<file path="src/sv/n_queens_solution_enumerator_top_macros.svh">
// Assertion macros shared by the N-queens enumerator modules.
`ifndef N_QUEENS_SOLUTION_ENUMERATOR_TOP_MACROS_SVH
`define N_QUEENS_SOLUTION_ENUMERATOR_TOP_MACROS_SVH

// Same-cycle implication, sampled on clk, off during rst.
`define NQSE_ASSERT_NOW(label, pre, post) \
  label: assert property (@(posedge clk) disable iff (rst) (pre) |-> (post)) \
    else $error("nqse assertion failed");

// Next-cycle implication, sampled on clk, off during rst.
`define NQSE_ASSERT_NEXT(label, pre, post) \
  label: assert property (@(posedge clk) disable iff (rst) (pre) |=> (post)) \
    else $error("nqse assertion failed");

`endif

</file>
<file path="src/sv/nqse_pkg.sv">
// Shared types and constants of the N-queens enumerator.
package nqse_pkg;

  localparam int BS_W       = 4;
  localparam int PLACE_W    = 40;
  localparam int FIELD_W    = 4;
  localparam int COUNT_W    = 10;
  localparam int PACK_ROWS  = PLACE_W / FIELD_W;

  localparam logic [BS_W-1:0]    BS_RESET  = 4'd10;
  localparam logic [COUNT_W-1:0] COUNT_MAX = 10'd1023;

  typedef struct packed {
    logic restart;
  } req_t;

  typedef struct packed {
    logic               found;
    logic [PLACE_W-1:0] placement;
    logic [COUNT_W-1:0] solution_count;
  } rsp_t;

  typedef struct packed {
    logic [BS_W-1:0] board_size;
  } cfg_t;

  // controller -> datapath
  typedef struct packed {
    logic start;
    logic advance;
    logic step;
    logic load_out;
    logic res_found;
  } cmd_t;

  // datapath -> controller
  typedef struct packed {
    logic hit;
    logic dead;
  } sts_t;

endpackage

</file>
<file path="src/sv/nqse_ctrl.sv">
// Controller: transaction sequencing and search state machine.
`include "n_queens_solution_enumerator_top_macros.svh"

module nqse_ctrl (
  input  logic           clk,
  input  logic           rst,
  input  logic           in_valid,
  input  logic           in_restart,
  output logic           in_ready,
  output logic           out_valid,
  input  logic           out_ready,
  output nqse_pkg::cmd_t cmd,
  input  nqse_pkg::sts_t sts
);

  typedef enum logic [1:0] {
    S_IDLE,
    S_SEARCH,
    S_HOLD
  } state_t;

  state_t state;
  logic   started;
  logic   exhausted;
  logic   res_found;
  logic   in_acc;
  logic   new_search;

  assign in_ready   = (state == S_IDLE);
  assign in_acc     = in_valid && in_ready;
  assign new_search = in_restart || !started;

  always_comb begin
    cmd           = '0;
    cmd.start     = in_acc && new_search;
    cmd.advance   = in_acc && !new_search && !exhausted;
    cmd.step      = (state == S_SEARCH);
    cmd.load_out  = (state == S_HOLD) && (!out_valid || out_ready);
    cmd.res_found = res_found;
  end

  always_ff @(posedge clk) begin
    if (rst) begin
      state     <= S_IDLE;
      started   <= 1'b0;
      exhausted <= 1'b0;
      res_found <= 1'b0;
      out_valid <= 1'b0;
    end else begin
      if (cmd.load_out) begin
        out_valid <= 1'b1;
      end else if (out_valid && out_ready) begin
        out_valid <= 1'b0;
      end
      unique case (state)
        S_IDLE: begin
          if (in_acc) begin
            if (new_search) begin
              started   <= 1'b1;
              exhausted <= 1'b0;
              state     <= S_SEARCH;
            end else if (exhausted) begin
              res_found <= 1'b0;
              state     <= S_HOLD;
            end else begin
              state <= S_SEARCH;
            end
          end
        end
        S_SEARCH: begin
          if (sts.hit) begin
            res_found <= 1'b1;
            state     <= S_HOLD;
          end else if (sts.dead) begin
            res_found <= 1'b0;
            exhausted <= 1'b1;
            state     <= S_HOLD;
          end
        end
        S_HOLD: begin
          if (cmd.load_out) begin
            state <= S_IDLE;
          end
        end
        default: begin
          state <= S_IDLE;
        end
      endcase
    end
  end

  `NQSE_ASSERT_NOW(a_exhausted_needs_start, exhausted, started)
  `NQSE_ASSERT_NEXT(a_one_at_a_time, in_acc, !in_ready)
  `NQSE_ASSERT_NEXT(a_dead_marks_exhausted, (state == S_SEARCH) && !sts.hit && sts.dead,
                    exhausted && !res_found)
  `NQSE_ASSERT_NEXT(a_load_shows_result, cmd.load_out, out_valid && in_ready)

endmodule
</file>
<file path="config.mk">
export PLATFORM = sky130hd
export DESIGN_NAME = nqse_ctrl
export DESIGN_NICKNAME = d
export VERILOG_FILES = /design/src/sv/nqse_pkg.sv /design/src/sv/nqse_ctrl.sv
export VERILOG_INCLUDE_DIRS = /design/src /design/src/sv
export SDC_FILE = /design/constraint.sdc
export NUM_CORES = 1
export LEC_CHECK = 0
export BUFFER_PORTS_ARGS = -buffer_cell sky130_fd_sc_hd__buf_4
export CAP_MARGIN = 0
export CELL_PAD_IN_SITES_DETAIL_PLACEMENT = 1
export CELL_PAD_IN_SITES_GLOBAL_PLACEMENT = 2
export CORE_AREA = 2 2 39 41
export DETAILED_ROUTE_END_ITERATION = 12
export DIE_AREA = 0 0 41 43
export PLACE_DENSITY = 0.74
export SLEW_MARGIN = 20
export SYNTH_ARGS = -nofsm -noshare
export SYNTH_HDL_FRONTEND = slang
export SYNTH_SLANG_ARGS = --single-unit
export TNS_END_PERCENT = 5
</file>
<file path="constraint.sdc">
create_clock -name clk -period 2.2 [get_ports clk]
set_input_delay 0.11 -clock clk [delete_from_list [all_inputs] [get_ports clk]]
set_output_delay 0.11 -clock clk [all_outputs]
set_load 0.02 [all_outputs]
</file>
After elaboration in Yosys (flattened, before gate mapping)
Cells that the tools add are included.
{ "totals": {"ff_bits": 6, "inputBits": 7, "output_inout_bits": 7, "elab_cells": 54} }
{ "op_classes": {"eq_ne": 10, "n_mux": 20, "reduce_logical": 19} }
{ "op_table": {"columns": ["op", "n"], "rows": [
  ["2-bit 2-to-1 mux", 6],
  ["1-bit 2-to-1 mux", 11],
  ["5-bit AND reduction", 2],
  ["2-bit by 1-bit inequality test with 1-bit output (second input constant)", 4],
  ["1-bit logical AND", 6],
  ["2-bit inequality test (second input constant)", 3],
  ["2-bit one-hot mux with 3 select lines", 1],
  ["3-bit AND reduction", 2],
  ["1-bit logical NOT", 4],
  ["1-bit one-hot mux with 2 select lines", 2],
  ["2-bit nonzero test", 2],
  ["3-bit by 1-bit inequality test with 1-bit output (second input constant)", 1],
  ["2-bit by 1-bit equality test with 1-bit output (second input constant)", 1],
  ["2-bit equality test (second input constant)", 1],
  ["2-bit logical NOT", 1],
  ["1-bit logical OR", 2]
]} }

Depth between registers and ports, before layout
{ "logic_depth": {"ltp_word": 5, "mapped_depth": 3, "ltp_nobuf": 3} }

Worst setup path after synthesis
Ideal clock, no wire load.
{ "synth_path": {"kind": "register to output", "startpoint": "reg state[1]", "endpoint": "out cmd[3] (netlist name)", "arrival_ns": 1.367, "t_required_ns": 2.090, "slack_ns": 0.723, "path_stages_with_launch": 3, "n_path_buf": 0, "path_cell_list": "dfxtp_1 > or3b_4 > nor4_1"} }
{ "synth_rtl": {"columns": ["element", "line", "text"], "rows": [
  ["start, declared", "nqse_ctrl.sv:22", "state_t state;"],
  ["start signal, assigned", "nqse_ctrl.sv:44", "state <= S_IDLE;"],
  ["start signal, assigned", "nqse_ctrl.sv:61", "state <= S_SEARCH;"],
  ["start signal, assigned", "nqse_ctrl.sv:64", "state <= S_HOLD;"],
  ["end, declared", "nqse_ctrl.sv:12", "output nqse_pkg::cmd_t cmd,"]
]} }

==> results.ini <==
[place]
dp_hpwl_um = 598.5
numPortBuffers = 13
gp_congestion = 0.6331

[route]
post_drt_wl_per_cell_um = 11.80
viasPerCell = 4.677
dr.pass1.iters = 2
antenna_left = 0
routed_wl_um = 767
drt_first_iter_violations = 1
via_count = 304
route.detailed.drc = 0

[synth]
post-synth-top-area-cell = dfxtp_1
synthCells = 34
synth_top_area_frac = 0.4103
synthDistinctLibCells = 21
yosys-top-cells-area = dfxtp_1, a21oi_1, nand3b_1
postSynthAreaPerCell_um2 = 8.611
synth-seq-area-share = 0.4103
synth_warnings = 0
ys_ff_latch = 6
netlist_area_um2 = 292.8
syn_nets = 41

[floorplan]
die_x_um = 41
core-area_um2 = 1384
ioPinCount = 14
die_y_um = 43
dieArea_um2 = 1763
num_rows = 14
start_util = 0.2116

[global_routing]
grtUsageTotal = 0.1103
grt_start_max_net_pins = 8
grt-ovfl-total = 0
grt_pass1_vias = 283
antenna_found_initial = 0
grt_pass1_wl_mm = 1.200

[hold_path]
hold_path.class = input pin to flop

[cts]
cts-buffers-inserted = 3
clk_path_buf_depth = 2
cts.sinks = 6
htree_levels = 1
post_cts_resized = 0
clkSlewWorstSetupHoldPaths_ns = 0.05
ctsHoldBuffers = 0
cts-root-buf = clkbuf_4
clkLatencyLatePin_ns = 0.25
postCtsSetupBuffers = 0
cts_tree = yes

[critical_path]
cp.arrival_ns = 1.39
end_kind = output pin
cp_data_required_time_ns = 2.09
setup.worst_path.start_class = flop
cp_max_fo = 6
crit_type = flop to output pin

[layout]
final_util = 0.3074
layout_commonest_cell = buf_4
area_delta_synth_final_pct = 45.30
drive_gt1_frac = 0.4082
layout_common_cells = buf_4, dfxtp_1, a21oi_1
diodes = 0
nNetsFinal = 58

[timing]
setup_tns_ns = 0
finalHoldViolCount = 0
fin_skew_ns = 0.002626
maxSlewHeadroom = 0.8467
setup_viol = 0
period_share = 0.6838
min_period_ns = 1.504
rsz0062_at_grt = false
max_freq_mhz = 664.7
tightest_slew_ns = 0.2279
maxSlewViolCount = 0

[power]
p_sw_mw = 0.07898
peakVddDrop_uv = 139.9
leakage_nw = 0.1761
pwr-share-seq = 0.424
combPwrFrac = 0.195
powerDensity_nw_per_um2 = 666.7
switching_share = 0.2785
internal_power_mw = 0.2046
pwr-share-clk = 0.380

[job]
cap_violations = 0

[outcome]
status = finished, final reports clean

critical path, cell delays in order, from the launching register on:
cell and delay [ns]:
dfxtp_1 0.34, or3b_4 0.43, nor4_1 0.18, buf_4 0.19
synthesized netlist by cell type:
cell type and n:
o211ai_1 1, inv_1 3, nor4_1 1, nand2b_1 1, nor2_1 1, a21oi_1 4, dfxtp_1 6, buf_4 1
nor3b_1 1, nand2_1 1, and2b_2 1, or2_1 1, or2_2 1, or3b_4 1, a31oi_1 2, nand3b_1 2
nor2b_1 1, o21ba_2 1, or2b_1 1, o21ai_0 1, nor3_1 2
cell type report:
type | instances | area [um^2]
Timing Repair Buffer | 13 | 97.59
Tap cell | 16 | 20.02
Sequential cell | 6 | 120.1
Fill cell | 175 | 958.4
Inverter | 3 | 11.26
Multi-Input combinational cell | 24 | 153.9
Clock buffer | 3 | 22.52
routing by layer:
metal  wire length (um)  global-route usage
met1                330              0.1250
met2                346              0.1344
met3                 41             0.02094
met4                 49              0.1600
met5                  0                   0
sequential cells by signal, indices dropped and copies added (netlist names):
register / count
out_valid: 1
res_found: 1
exhausted: 1
started: 1
state: 2
power by group through the flow:
stage	combinational, mW	sequential, mW	clock [mW]
after floorplan	0.0300	0.122	0
after global placement	0.0557	0.122	0
after detailed placement	0.0559	0.123	0
after CTS	0.0561	0.120	0.112
after global routing	0.0612	0.121	0.115
final	0.0554	0.120	0.108
worst paths after layout:
check | from | endpoint | slack (ns) | depth (start not counted)
setup reg to reg | state[1]$_SDFFE_PP0P_ | state[1]$_SDFFE_PP0P_ | 1.00 | 3
hold reg to reg | res_found$_SDFFE_PP0P_ | res_found$_SDFFE_PP0P_ | 0.50 | 2
setup / recovery | state[1]$_SDFFE_PP0P_ | cmd[3] | 0.70 | 3
hold / removal | rst | res_found$_SDFFE_PP0P_ | 0.07 | 2
cells by family (layout without fill, tap and decap cells):
kind of cell           Yosys count  count (layout)  share of synthesized area
buffers and inverters            4              19                    0.06411
AND/OR/NAND/NOR                 15              15                     0.3377
AO/OA/AOI/OAI                    9               9                     0.1880
flip-flops                       6               6                     0.4103
metrics by stage:
stage               hold WS (ns)  setup slack, ns  cells  power (mW)  area, um^2
finish                   0.07456           0.6955     65      0.2836       425.4
global placement          0.3333           0.9210     62      0.1778       402.9
detailed placement        0.3350           0.9568     62      0.1786       402.9
floorplan                 0.1791           0.7233     34      0.1517       292.8
CTS                      0.06455           0.6738     65      0.2886       425.4
global route             0.07122           0.6016     65      0.2974       425.4
Power figures use the tool's default switching activity.
