===== src/sv/n_queens_solution_enumerator_top_macros.svh =====
// Assertion macros shared by the N-queens enumerator modules.
`ifndef N_QUEENS_SOLUTION_ENUMERATOR_TOP_MACROS_SVH
`define N_QUEENS_SOLUTION_ENUMERATOR_TOP_MACROS_SVH

// Same-cycle implication, sampled on clk, off during rst.
`define NQSE_ASSERT_NOW(label, pre, post) \
  label: assert property (@(posedge clk) disable iff (rst) (pre) |-> (post)) \
    else $error("nqse assertion failed");

// Next-cycle implication, sampled on clk, off during rst.
`define NQSE_ASSERT_NEXT(label, pre, post) \
  label: assert property (@(posedge clk) disable iff (rst) (pre) |=> (post)) \
    else $error("nqse assertion failed");

`endif


===== src/sv/nqse_pkg.sv =====
// Shared types and constants of the N-queens enumerator.
package nqse_pkg;

  localparam int BS_W       = 4;
  localparam int PLACE_W    = 40;
  localparam int FIELD_W    = 4;
  localparam int COUNT_W    = 10;
  localparam int PACK_ROWS  = PLACE_W / FIELD_W;

  localparam logic [BS_W-1:0]    BS_RESET  = 4'd10;
  localparam logic [COUNT_W-1:0] COUNT_MAX = 10'd1023;

  typedef struct packed {
    logic restart;
  } req_t;

  typedef struct packed {
    logic               found;
    logic [PLACE_W-1:0] placement;
    logic [COUNT_W-1:0] solution_count;
  } rsp_t;

  typedef struct packed {
    logic [BS_W-1:0] board_size;
  } cfg_t;

  // controller -> datapath
  typedef struct packed {
    logic start;
    logic advance;
    logic step;
    logic load_out;
    logic res_found;
  } cmd_t;

  // datapath -> controller
  typedef struct packed {
    logic hit;
    logic dead;
  } sts_t;

endpackage


===== src/sv/nqse_dp.sv =====
// Datapath: state, occupancy masks, one step per cycle on cmd.step, result register.
`include "n_queens_solution_enumerator_top_macros.svh"

module nqse_dp #(
  parameter int MAX_N = 10
) (
  input  logic                          clk,
  input  logic                          rst,
  input  logic                          cfg_we,
  input  logic [nqse_pkg::BS_W-1:0]     cfg_board_size,
  input  nqse_pkg::cmd_t                cmd,
  output nqse_pkg::sts_t                sts,
  output logic                          rsp_found,
  output logic [nqse_pkg::PLACE_W-1:0]  rsp_placement,
  output logic [nqse_pkg::COUNT_W-1:0]  rsp_count
);

  localparam int NW    = $clog2(MAX_N + 1);
  localparam int RW    = (MAX_N > 2) ? $clog2(MAX_N) : 1;
  localparam int DW    = $clog2(2 * MAX_N + 1);
  localparam int NPACK = (MAX_N < nqse_pkg::PACK_ROWS) ? MAX_N : nqse_pkg::PACK_ROWS;

  logic [nqse_pkg::BS_W-1:0]    board_size;
  logic [NW-1:0]                act_n;
  logic [NW-1:0]                eff_n;
  logic [RW-1:0]                row;
  logic [NW-1:0]                cur_col;
  logic [NW-1:0]                col_of [MAX_N];
  logic [MAX_N:0]               cols;
  logic [2*MAX_N:0]             dsum;
  logic [2*MAX_N:0]             ddif;
  logic [nqse_pkg::COUNT_W-1:0] count;

  logic [RW-1:0]                prev_row;
  logic [NW-1:0]                prev_col;
  logic [DW-1:0]                sidx, didx, psidx, pdidx;
  logic [NW-1:0]                last_row;
  logic                         over, safe;
  logic [nqse_pkg::PLACE_W-1:0] packed_place;

  always_comb begin
    if (board_size == '0) begin
      eff_n = NW'(1);
    end else if (board_size > nqse_pkg::BS_W'(MAX_N)) begin
      eff_n = NW'(MAX_N);
    end else begin
      eff_n = NW'(board_size);
    end
  end

  assign prev_row = row - RW'(1);
  assign prev_col = col_of[prev_row];
  assign sidx     = DW'(row) + DW'(cur_col);
  assign didx     = DW'(row) + DW'(MAX_N) - DW'(cur_col);
  assign psidx    = DW'(prev_row) + DW'(prev_col);
  assign pdidx    = DW'(prev_row) + DW'(MAX_N) - DW'(prev_col);
  assign last_row = act_n - NW'(1);
  assign over     = cur_col >= act_n;
  assign safe     = !cols[cur_col] && !dsum[sidx] && !ddif[didx];

  assign sts.dead = over && (row == '0);
  assign sts.hit  = !over && safe && (NW'(row) == last_row);

  always_comb begin
    packed_place = '0;
    for (int i = 0; i < NPACK; i++) begin
      if (RW'(i) < row) begin
        packed_place[i*nqse_pkg::FIELD_W +: nqse_pkg::FIELD_W] =
          nqse_pkg::FIELD_W'(col_of[i]);
      end else if (RW'(i) == row) begin
        packed_place[i*nqse_pkg::FIELD_W +: nqse_pkg::FIELD_W] =
          nqse_pkg::FIELD_W'(cur_col);
      end
    end
  end

  always_ff @(posedge clk) begin
    if (rst) begin
      board_size <= nqse_pkg::BS_RESET;
      act_n      <= NW'(1);
      row        <= '0;
      cur_col    <= '0;
      cols       <= '0;
      dsum       <= '0;
      ddif       <= '0;
      count      <= '0;
    end else begin
      if (cfg_we) begin
        board_size <= cfg_board_size;
      end
      if (cmd.start) begin
        act_n   <= eff_n;
        row     <= '0;
        cur_col <= '0;
        cols    <= '0;
        dsum    <= '0;
        ddif    <= '0;
        count   <= '0;
      end else if (cmd.advance) begin
        cur_col <= cur_col + NW'(1);
      end else if (cmd.step) begin
        if (over) begin
          if (row != '0) begin
            row             <= prev_row;
            cur_col         <= prev_col + NW'(1);
            cols[prev_col]  <= 1'b0;
            dsum[psidx]     <= 1'b0;
            ddif[pdidx]     <= 1'b0;
          end
        end else if (safe) begin
          if (sts.hit) begin
            if (count != nqse_pkg::COUNT_MAX) begin
              count <= count + nqse_pkg::COUNT_W'(1);
            end
          end else begin
            row           <= row + RW'(1);
            cur_col       <= '0;
            cols[cur_col] <= 1'b1;
            dsum[sidx]    <= 1'b1;
            ddif[didx]    <= 1'b1;
          end
        end else begin
          cur_col <= cur_col + NW'(1);
        end
      end
    end
  end

  always_ff @(posedge clk) begin
    if (cmd.step && !over && safe && !sts.hit) begin
      col_of[row] <= cur_col;
    end
    if (cmd.load_out) begin
      rsp_found     <= cmd.res_found;
      rsp_placement <= cmd.res_found ? packed_place : '0;
      rsp_count     <= count;
    end
  end

  `NQSE_ASSERT_NOW(a_queens_match_row, 1'b1, $countones(cols) == int'(row))
  `NQSE_ASSERT_NOW(a_diag_match_row, 1'b1, $countones(dsum) == $countones(ddif))
  `NQSE_ASSERT_NEXT(a_start_clears, cmd.start, (count == '0) && (row == '0) && (cols == '0))
  `NQSE_ASSERT_NEXT(a_count_grows, !cmd.start, count >= $past(count))

endmodule


===== config.mk =====
export PLATFORM = sky130hd
export DESIGN_NAME = nqse_dp
export DESIGN_NICKNAME = d
export VERILOG_FILES = /design/src/sv/nqse_pkg.sv /design/src/sv/nqse_dp.sv
export VERILOG_INCLUDE_DIRS = /design/src /design/src/sv
export SDC_FILE = /design/constraint.sdc
export NUM_CORES = 1
export LEC_CHECK = 0
export BUFFER_PORTS_ARGS = -buffer_cell sky130_fd_sc_hd__buf_2
export CAP_MARGIN = 15
export CORE_AREA = 2 2 159 161
export DETAILED_ROUTE_END_ITERATION = 16
export DIE_AREA = 0 0 161 163
export PLACE_DENSITY_LB_ADDON = 0.2
export SETUP_SLACK_MARGIN = 0.3
export SYNTH_ARGS = -nofsm -noshare
export SYNTH_HDL_FRONTEND = slang
export SYNTH_SLANG_ARGS = --single-unit

===== constraint.sdc =====
create_clock -name clk -period 6.5 [get_ports clk]
set_clock_uncertainty 0.05 [all_clocks]
set_input_delay 1.3 -clock clk [delete_from_list [all_inputs] [get_ports clk]]
set_output_delay 1.3 -clock clk [all_outputs]
set_load 0.1 [all_outputs]

; Word-level counts from Yosys, hierarchy flattened
; Memory sizes are Yosys's and may differ from the RTL's.
; Index checks and enable logic that the tools add are counted.
[op_classes]
addsub = 12
n_lt_le_gt_ge = 24
eq_ne = 15
mux = 64
bitwise_logic = 11
reduce_logical = 28
[ops]
columns = cell, count
row1 = two-way mux 21 bit, 8
row2 = two-way mux 4 bit, 32
row3 = two-way mux 11 bit, 4
row4 = AND 21 bit, 2
row5 = NOT 21 bit, 2
row6 = OR 21 bit, 2
row7 = < comparator 5 x 6 -> 1 bit (second input constant), 4
row8 = demux 1 bit (select 5 bit), 4
row9 = greater-or-equal comparator 5 x 1 -> 1 bit (second input constant), 4
row10 = equality test 3 x 4 -> 1 bit (first input constant), 4
row11 = < comparator 3 x 4 -> 1 bit (first input constant), 4
row12 = logical AND 1 bit, 14
row13 = adder 4 x 1 -> 4 bit (second input constant), 3
row14 = AND 11 bit, 1
row15 = two-way mux 1 bit, 11
row16 = NOT 11 bit, 1
row17 = OR 11 bit, 1
row18 = adder 10 x 1 -> 10 bit (second input constant), 1
row19 = adder 4 x 4 -> 5 bit, 2
row20 = adder 4 x 4 -> 5 bit (second input constant), 2
row21 = binary-select mux 1 bit (select 5 bit), 2
row22 = < comparator 4 x 5 -> 1 bit (second input constant), 2
row23 = inequality test 10 bit (second input constant), 1
row24 = subtractor 5 x 4 -> 5 bit, 2
row25 = other kinds (25), 41
[word_totals]
reg_bits = 130
ram_bits = 40
input_bits = 12
output_inout_bits = 53
word_cells = 166
n_memories = 1
[mem_list]
columns = name, depth, word_bits, read_ports, rd_clocked_by_memory_dff, write_ports, line
row1 = col_of, 10, 4, 11, 0, 1, nqse_dp.sv:28  ; logic [NW-1:0] col_of [MAX_N];

; Logic depth before layout (Yosys ltp)
[logic_depth]
word_depth = 13
ltp_mapped = 18

; Least setup slack after synthesis
; OpenSTA, ideal clock, no wires.
[synth_timing]
path_type = register to output
start = reg row[3]
end = out sts[1] in the netlist's numbering
t_arrival_ns = 5.051
path_slack_ns = 0.099
path_stages_with_launch = 12
n_path_buf = 1
cell_sequence = dfxtp_1 clkbuf_1 clkinv_1 ha_1 inv_1 ha_1 a211oi_1 xnor2_1 a2bb2oi_1 o22ai_1 or3_4 nor3_1
[synth_lines]
columns = element, line
row1 = "start, declared", nqse_dp.sv:26  ; logic [RW-1:0] row;
row2 = "start signal, assigned", nqse_dp.sv:104  ; row <= prev_row;
row3 = "start signal, assigned", nqse_dp.sv:116  ; row <= row + RW'(1);
row4 = "end, declared", nqse_dp.sv:12  ; output nqse_pkg::sts_t sts,

==> results.sh <==
export IMPL_cts_made_buffers=17
export IMPL_wl_per_cell_um=20.5
export IMPL_fmax_ghz=0.171
export IMPL_slew_violations=0
export IMPL_cts_htree_levels=4
export IMPL_cp_required_ps=5150
export IMPL_synth_cell_type_count=70
export IMPL_slowest_delay_ps=720
export IMPL_ios=65
export IMPL_drv_cap=0
export IMPL_wirelength_mm=26.0
export IMPL_power_mw=3.14
export IMPL_ys_seq_elements=194
export IMPL_die_area_um2=26200
export IMPL_synth_top_flop_cell="edfxtp_1"
export IMPL_synth_edf_count=115
export IMPL_hold_path_depth=2
export IMPL_power_density_nw_per_um2=280
export IMPL_critPathBufInv=4
export IMPL_whs_endpoint="ddif[20]$_SDFFE_PP0P_"
export IMPL_hold_viol=0
export IMPL_layout_commonest_cell="edfxtp_1"
export IMPL_r2r_start="row[1]$_SDFFE_PP0P_"
export IMPL_vdd_drop_max_uv=161
export IMPL_crit_path_end_kind="output pin"
export IMPL_rsz0062_at_grt="false"
export IMPL_finalSetupViolations=0
export IMPL_synthArstFlopShare_pct=0
export IMPL_synth_net_count=934
export IMPL_cts_sinks=194
export IMPL_ys_seq_area_share_pct=50.5
export IMPL_path_max_fanout=15
export IMPL_start_util_pct=40.4
export IMPL_clk_transition_reported_paths_ps=80
export IMPL_post_cts_setup_buffers=0
export IMPL_viasPerCell=5.77
export IMPL_grt_antenna_before_repair=1
export IMPL_place_hpwl_mm=17.8
export IMPL_area_growth_pct=12.6
export IMPL_synth_area_um2=9960
export IMPL_cts_hold_buffers=0
export IMPL_status="finished, final reports clean"
export IMPL_row_count=58
export IMPL_postSynthAreaPerCell_um2=11.3
export IMPL_tightest_slew_ps=1120
export IMPL_cts_tree="done"
export IMPL_drc_errors=0
export IMPL_grt_pass1_vias=7098
export IMPL_drive_above_1_share_pct=18.7
export IMPL_grt_total_usage_pct=20.2
export IMPL_rrSetupSlack_ps=1160
export IMPL_ant_nets=0
export IMPL_hold_path_startpoint="ddif[20]$_SDFFE_PP0P_"
export IMPL_first_iter_violations=777
export IMPL_final_nets=977
export IMPL_slowest_stage="dfxtp_1"
export IMPL_finalCriticalPeriod_ps=5830
export IMPL_firstDrtPassIters=5
export IMPL_via_count=7313
export IMPL_final_cell_mix="edfxtp_1 (115), dfxtp_1 (79), buf_2 (63)"
export IMPL_grt_pass1_wl_mm=40.9
export IMPL_fin_setup_tns_ps=0
export IMPL_relSlewSlack_pct=25.5
export IMPL_crit_top_cell="inv_1"
export IMPL_clkLatencyLatePin_ps=450
export IMPL_cts_resized=0
export IMPL_dieWidth_um=161
export IMPL_p_leak_nw=3.92
export IMPL_critPathKind="reg -> out"
export IMPL_critPathLaunchType="flip-flop"
export IMPL_io_buffers=64
export IMPL_hold_path_class="reg -> reg"
export IMPL_clockBufferDepth=2
export IMPL_grt_ovfl_total=0
export IMPL_min_period_over_period_pct=89.7
export IMPL_cts_root_buf="clkbuf_16"
export IMPL_reg2regPathDepth=12
export IMPL_arrival_ps=4480
export IMPL_die_y_um=163
export IMPL_synthesis_instances=880
export IMPL_critical_path_top_delay_family="adder cells"
export IMPL_gp_congestion=0.849
export IMPL_yosys_warnings=0
export IMPL_path_cells="inv_1 -> ha_1 -> inv_1 -> ha_1 -> mux4_2 -> mux2_2 -> inv_1 -> o221ai_2 -> or3_4 -> nor3_2 -> buf_12"
export IMPL_r2r_end="ddif[3]$_SDFFE_PP0P_"
export IMPL_core_area_um2=24700
export IMPL_grt_max_degree=52
==> logic make-up after synthesis <==
family | share of synthesized area, %
AOI/OAI and AO/OA | 14.5
and+or+nand+nor | 14.5
DFF | 50.5
xor gates and xnor gates | 2.20
adders and majority gates | 5.58
muxes | 8.97
buffers and inverters | 3.82
==> synthesized netlist by cell type, drive strengths merged, types with 24 or more instances <==
cell / number / area share (%)
o21ai: 30 / 1.5
inv: 40 / 1.5
dfxtp: 79 / 16
mux4: 30 / 6.8
a21oi: 28 / 1.4
clkbuf: 37 / 1.4
nor2: 60 / 2.3
nor3: 27 / 1.5
a31oi: 24 / 1.5
nand2: 59 / 2.2
edfxtp: 115 / 35
ha: 38 / 4.8
nor2b: 28 / 1.8
==> worst reg2reg max path, cell delays in order, from the launching register on <==
cell	delay [ps]
dfxtp_1	720
inv_1	200
ha_1	790
mux4_2	460
mux4_2	590
ha_1	410
inv_1	120
fa_1	460
xnor2_1	510
nor2b_1	260
nor2b_1	360
inv_1	80
o221a_2	240
==> stage by stage <==
| stage | utilization (%) | cell area, um^2 | setup WS (ps) | instances | hold slack [ps] |
|---|---|---|---|---|---|
| finish | 45.5 | 11200 | 669 | 1267 | 415 |
| global placement | 42.9 | 10600 | 1270 | 1233 | 394 |
| CTS | 45.4 | 11200 | 689 | 1265 | 409 |
| global route | 45.5 | 11200 | 393 | 1267 | 432 |
| floorplan | - | 9970 | 984 | 880 | 378 |
| detailed placement | 42.9 | 10600 | 1210 | 1233 | 398 |
==> layer usage <==
| layer | global-route usage [%] | vias to the layer above | part of all wire (%) |
|---|---|---|---|
| li1 | - | 3415 | - |
| met1 | 29.2 | 3618 | 46 |
| met2 | 31.2 | 252 | 47 |
| met3 | 3.46 | 28 | 5.9 |
| met4 | 6.17 | 0 | 1.4 |
| met5 | 0 | - | 0 |
==> worst max path at each step <==
stage / start / endpoint / cells past startpoint
floorplan: row[3]$_SDFFE_PP0P_ / sts[1] / 11
global placement: row[1]$_SDFFE_PP0P_ / sts[1] / 11
detailed placement: row[1]$_SDFFE_PP0P_ / sts[1] / 11
CTS: row[1]$_SDFFE_PP0P_ / sts[1] / 11
global route: row[1]$_SDFFE_PP0P_ / sts[1] / 11
finish: row[1]$_SDFFE_PP0P_ / sts[1] / 11
==> flip-flops by register name, indices dropped and copies added, names as in the netlist <==
name	cells
dsum	21
rsp_placement	40
col_of	64
board_size	4
ddif	21
act_n	4
rsp_found	1
rsp_count	10
count	10
row	4
cols	11
cur_col	4
==> layout make-up <==
type,instances,area (um^2)
fillers,2327,13500
flip-flops and latches,194,5030
multi-input cells,591,4550
repair buffers,77,445
clock buffers,17,425
well taps,330,413
clock inverters,15,188
inverters,42,158
diodes,1,2.50
==> power breakdown <==
part,internal [mW],switching [mW]
sequential,1.33,0.0149
clock,0.528,0.563
combinational,0.191,0.513
Note: power is estimated with default switching activity, not from simulation.
